==> config.mk <==
export PLATFORM = sky130hd
export DESIGN_NAME = dds_front_flat
export DESIGN_NICKNAME = d
export VERILOG_FILES = /design/src/dds_pkg.sv /design/src/dds_if.sv /design/src/dds_front.sv /design/src/flat_wrapper.sv
export SDC_FILE = /design/constraint.sdc
export NUM_CORES = 1
export LEC_CHECK = 0
export BUFFER_PORTS_ARGS = -buffer_cell sky130_fd_sc_hd__buf_4
export CORE_UTILIZATION = 55
export CTS_BUF_LIST = sky130_fd_sc_hd__clkbuf_4 sky130_fd_sc_hd__clkbuf_8 sky130_fd_sc_hd__clkbuf_16
export CTS_CLUSTER_DIAMETER = 50
export DETAILED_ROUTE_END_ITERATION = 8
export PLACE_DENSITY_LB_ADDON = 0.15
export RECOVER_POWER = 25
export SYNTH_ARGS = -nofsm -noshare
export SYNTH_HDL_FRONTEND = slang
export SYNTH_SLANG_ARGS = --single-unit
==> constraint.sdc <==
create_clock -name i_clk -period 3.13 [get_ports i_clk]
set_input_delay 0.4695 -clock i_clk [delete_from_list [all_inputs] [get_ports i_clk]]
set_output_delay 0.4695 -clock i_clk [all_outputs]
set_load 0.02 [all_outputs]
==> src/dds_pkg.sv <==
package dds_pkg;

    localparam int DDS_DIGITS = 10;
    localparam int DDS_WIDTH  = 31;

    // Ten decimal digit values need four bits.
    typedef logic [3:0] t_digit;

    typedef enum logic [1:0] {
        ST_IDLE,
        ST_SPLIT,
        ST_BUILD,
        ST_DONE
    } t_back_state;

    // Shared status between front queue and back part.
    typedef struct packed {
        logic empty;
        logic full;
    } t_queue_status;

endpackage

==> src/dds_if.sv <==
interface dds_if #(
    parameter int W = 31
) ();
    logic         valid;
    logic         ready;
    logic [W-1:0] data;

    modport source (output valid, output data, input ready);
    modport sink (input valid, input data, output ready);
endinterface

==> src/dds_front.sv <==
module dds_front #(
    parameter int WIDTH = 31
) (
    input  logic             i_clk,
    input  logic             i_rst_n,
    dds_if.sink              s_in,
    input  logic             i_pop,
    output logic [WIDTH-1:0] o_value,
    output dds_pkg::t_queue_status o_status
);
    import dds_pkg::*;

    // Two-entry queue of accepted items.
    logic [WIDTH-1:0] r_mem [2];
    logic             r_wr_ptr;
    logic             r_rd_ptr;
    logic [1:0]       r_count;
    logic             w_push;

    assign o_status.empty = (r_count == 2'd0);
    assign o_status.full  = (r_count == 2'd2);
    assign s_in.ready     = !o_status.full;
    assign w_push         = s_in.valid && s_in.ready;
    assign o_value        = r_mem[r_rd_ptr];

    always_ff @(posedge i_clk) begin
        if (w_push) begin
            r_mem[r_wr_ptr] <= s_in.data;
        end
    end

    always_ff @(posedge i_clk) begin
        if (!i_rst_n) begin
            r_wr_ptr <= 1'b0;
            r_rd_ptr <= 1'b0;
            r_count  <= 2'd0;
        end else begin
            if (w_push) begin
                r_wr_ptr <= !r_wr_ptr;
            end
            if (i_pop) begin
                r_rd_ptr <= !r_rd_ptr;
            end
            unique case ({w_push, i_pop})
                2'b10:   r_count <= r_count + 2'd1;
                2'b01:   r_count <= r_count - 2'd1;
                default: r_count <= r_count;
            endcase
        end
    end
endmodule

==> src/flat_wrapper.sv <==
// flat-port wrapper written by rule: the top's interface ports become plain ports
module dds_front_flat import dds_pkg::*;
#(
    parameter int WIDTH = 31
)
  (i_clk, i_rst_n, i_pop, o_value, o_status, s_in_valid, s_in_data, s_in_ready);
  dds_if s_in_i ();
  input  logic i_clk;
  input  logic i_rst_n;
  input  logic i_pop;
  output logic [WIDTH-1:0] o_value;
  output dds_pkg::t_queue_status o_status;
  input wire logic [$bits(s_in_i.valid)-1:0] s_in_valid;
  input wire logic [$bits(s_in_i.data)-1:0] s_in_data;
  output wire logic [$bits(s_in_i.ready)-1:0] s_in_ready;
  assign s_in_i.valid = s_in_valid;
  assign s_in_i.data = s_in_data;
  assign s_in_ready = s_in_i.ready;
  dds_front #(.WIDTH(WIDTH)) u_core (.i_clk(i_clk), .i_rst_n(i_rst_n), .s_in(s_in_i), .i_pop(i_pop), .o_value(o_value), .o_status(o_status));
endmodule
==> reports/summary.txt <==
clk sinks: 67
setup violators final: 0
Syn Area/Cell: 20.3 sq um
clock skew: 0.00745 ns
GRT Util Overall: 19.8%
Mapped Nets: 157
routed length per instance: 16.3 microns
critical path arrival: 1.97 ns
FF-to-FF Start: u_core.r_count[0]
initial core utilization: 59.4%
Synth Warn #: 0
synth unique cells: 18
clk_lat worst skew: 0.32 ns
CP max-delay cell: dfxtp_1
CP peak stage delay: 0.75 ns
unrepaired setup endpoints after global routing: no
grt ovf: 0
Die Y: 68.9 microns
HP Class: in -> reg
Synth Area in Compound Gates: 1.02%
crit end category: output pin
final hold vios: 0
antenna fix cells: 0
ANT nets after route: 0
Synth Cell Area: 2460 sq um
sequential-to-total area share from yosys stat: 79.7%
Synth Area in Adders: 0.508%
power density over cell area: 655 nW/um^2
Post-route DRC: 0
Synth Area in XOR/XNOR: 1.07%
Placer Congestion: 0.660
status: finished clean
Rel. slew slack: 51.9%
fin crit period: 2.44 ns
CP max FO: 17
CTS resizes: 0
Worst-Margin Slew: 0.721 ns
H-tree level count: 3
Yosys reg bits: 67
crit start category: flop
Detailed Route WL: 4.15 mm
Via density: 5.20
Nets: 236
first-pass GRT wire length: 6.20 mm
most frequent CP cell: buf_4
Port Buf Inserts: 68
Longest Clk Path Bufs: 2
CTS buffer count: 9
worst vdd ir: 0.497 mV
initial antenna violation count: 0
FMAX: 410 MHz
Starting DRT DRC Count: 60
vias in the first global route: 1339
die area: 4750 sq um
CP cell instances: buf_4 > mux2_2 > buf_4
hold wc startpoint: s_in_data[12]
max cap viols: 0
post-synthesis mux area share: 14.2%
Crit Path Class: reg -> out
Core Box Area: 4140 sq um
final worst path period share: 77.9%
leakage power: 1.23 nW
Area Overhead vs Synth: 30.4%
first-pass iteration count of the detailed router: 4
IO Pins: 69
Final Total Pwr: 0.00210 W
DR vias: 1320
post-synthesis simple-gate area fraction: 2.44%
required time at the endpoint of the critical path: 2.66 ns
CTS tree: yes
Slew Viols, Final: 0
main combinational cell family by area after synthesis: multiplexers
Post-CTS Setup Inserts: 0
hold buffers post-CTS: 0
DIE WIDTH: 68.9 microns
DP HPWL: 2.85 mm
Core Rows: 23
CTS clk-pin slew, worst paths: 0.06 ns
largest net degree at the start of global routing: 32
setup_tns: 0 ns
Syn Inst Count: 121
CTS root buf: clkbuf_8
layout cells sized above 1: 57.8%
## per-stage QoR
stage / setup slack [ns] / utilization (%) / hold slack (ns) / instance area (sq um) / std cells
after CTS: 0.667 / 77.5 / 0.314 / 3210 / 254
after floorplan: 1.14 / - / 0.457 / 2460 / 121
after global routing: 0.559 / 77.4 / 0.318 / 3210 / 254
final: 0.691 / 77.4 / 0.332 / 3210 / 254
after global placement: 1.05 / 73.4 / 0.467 / 3040 / 239
after detailed placement: 1.02 / 73.4 / 0.508 / 3040 / 239
## cell families after synthesis
logic type               Yosys count
AO/OA/AOI/OAI                      4
XOR/XNOR                           3
adder cells (fa/ha/maj)            1
buffers and inverters              6
flip-flops                        67
multiplexers                      31
AND/OR/NAND/NOR                    9
## routing by layer
metal / track usage (%) / up-vias / share of wire (%)
li1: - / 630 / -
met1: 22.4 / 638 / 38
met2: 33.3 / 48 / 55
met3: 6.41 / 4 / 5.9
met4: 10.7 / 0 / 0.94
met5: 0 / - / 0
## area by class of cell
type | count | area (sq um)
fillers | 246 | 935
multi-input cells | 48 | 473
inverters | 3 | 11.3
flip-flops and latches | 67 | 1960
repair buffers | 71 | 529
well taps | 50 | 62.6
clock buffers | 14 | 168
clock inverters | 1 | 3.75
## cells in the mapped netlist
library cell   n  share of area, %
a21boi_0       1              0.31
a21boi_1       1              0.31
nand2b_4       1              0.56
inv_2          1              0.15
nand2_1        1              0.15
xor2_1         1              0.36
and2_1         3              0.76
dfxtp_1        5               4.1
inv_1          2              0.31
buf_2          3              0.61
mux2_2        31                14
and3_2         1              0.31
nor2_1         1              0.15
or3_1          2              0.51
ha_1           1              0.51
edfxtp_1      62                76
o21ai_0        2              0.41
xnor2_1        2              0.71
## sequential cells by signal, indices dropped and copies added (netlist names), named ones only
register,count
u_core.r_wr_ptr,1
u_core.r_rd_ptr,1
u_core.r_mem,62
u_core.r_count,2
## report_power, final
group | switching, W | internal (W) | total [W]
combinational | 0.000198 | 0.000184 | 0.000382
clock | 0.000272 | 0.000338 | 0.000611
sequential | 0.0000335 | 0.00107 | 0.00111
total | 0.000504 | 0.00160 | 0.00210
## path summary, 6_finish.rpt
check / slack (ns) / to / depth (start not counted)
worst max-delay path: 0.69 / o_value[17] / 3
worst max register to register: 1.10 / u_core.r_mem[0][21] / 5
worst min register to register: 0.52 / u_core.r_wr_ptr / 2
worst min-delay path: 0.33 / u_core.r_mem[1][12] / 1
## worst max-delay path: cells and delay by family, from the launching register on
kind	cells	cell delay, ns
muxes	1	0.37
DFF	1	0.75
buffers and inverters	2	0.53
## cells in the final DEF, fill, tap and decap left out, types with 2 or more instances in the layout
cell type | synthesis | final
and2_1 | 3 | 3
buf_4 | 0 | 50
clkbuf_4 | 0 | 24
clkbuf_8 | 0 | 10
dfxtp_1 | 5 | 5
edfxtp_1 | 62 | 62
inv_1 | 2 | 2
mux2_2 | 31 | 31
o21ai_0 | 2 | 2
or3_1 | 2 | 2
xnor2_1 | 2 | 2
Note: power is estimated with default switching activity, not from simulation.
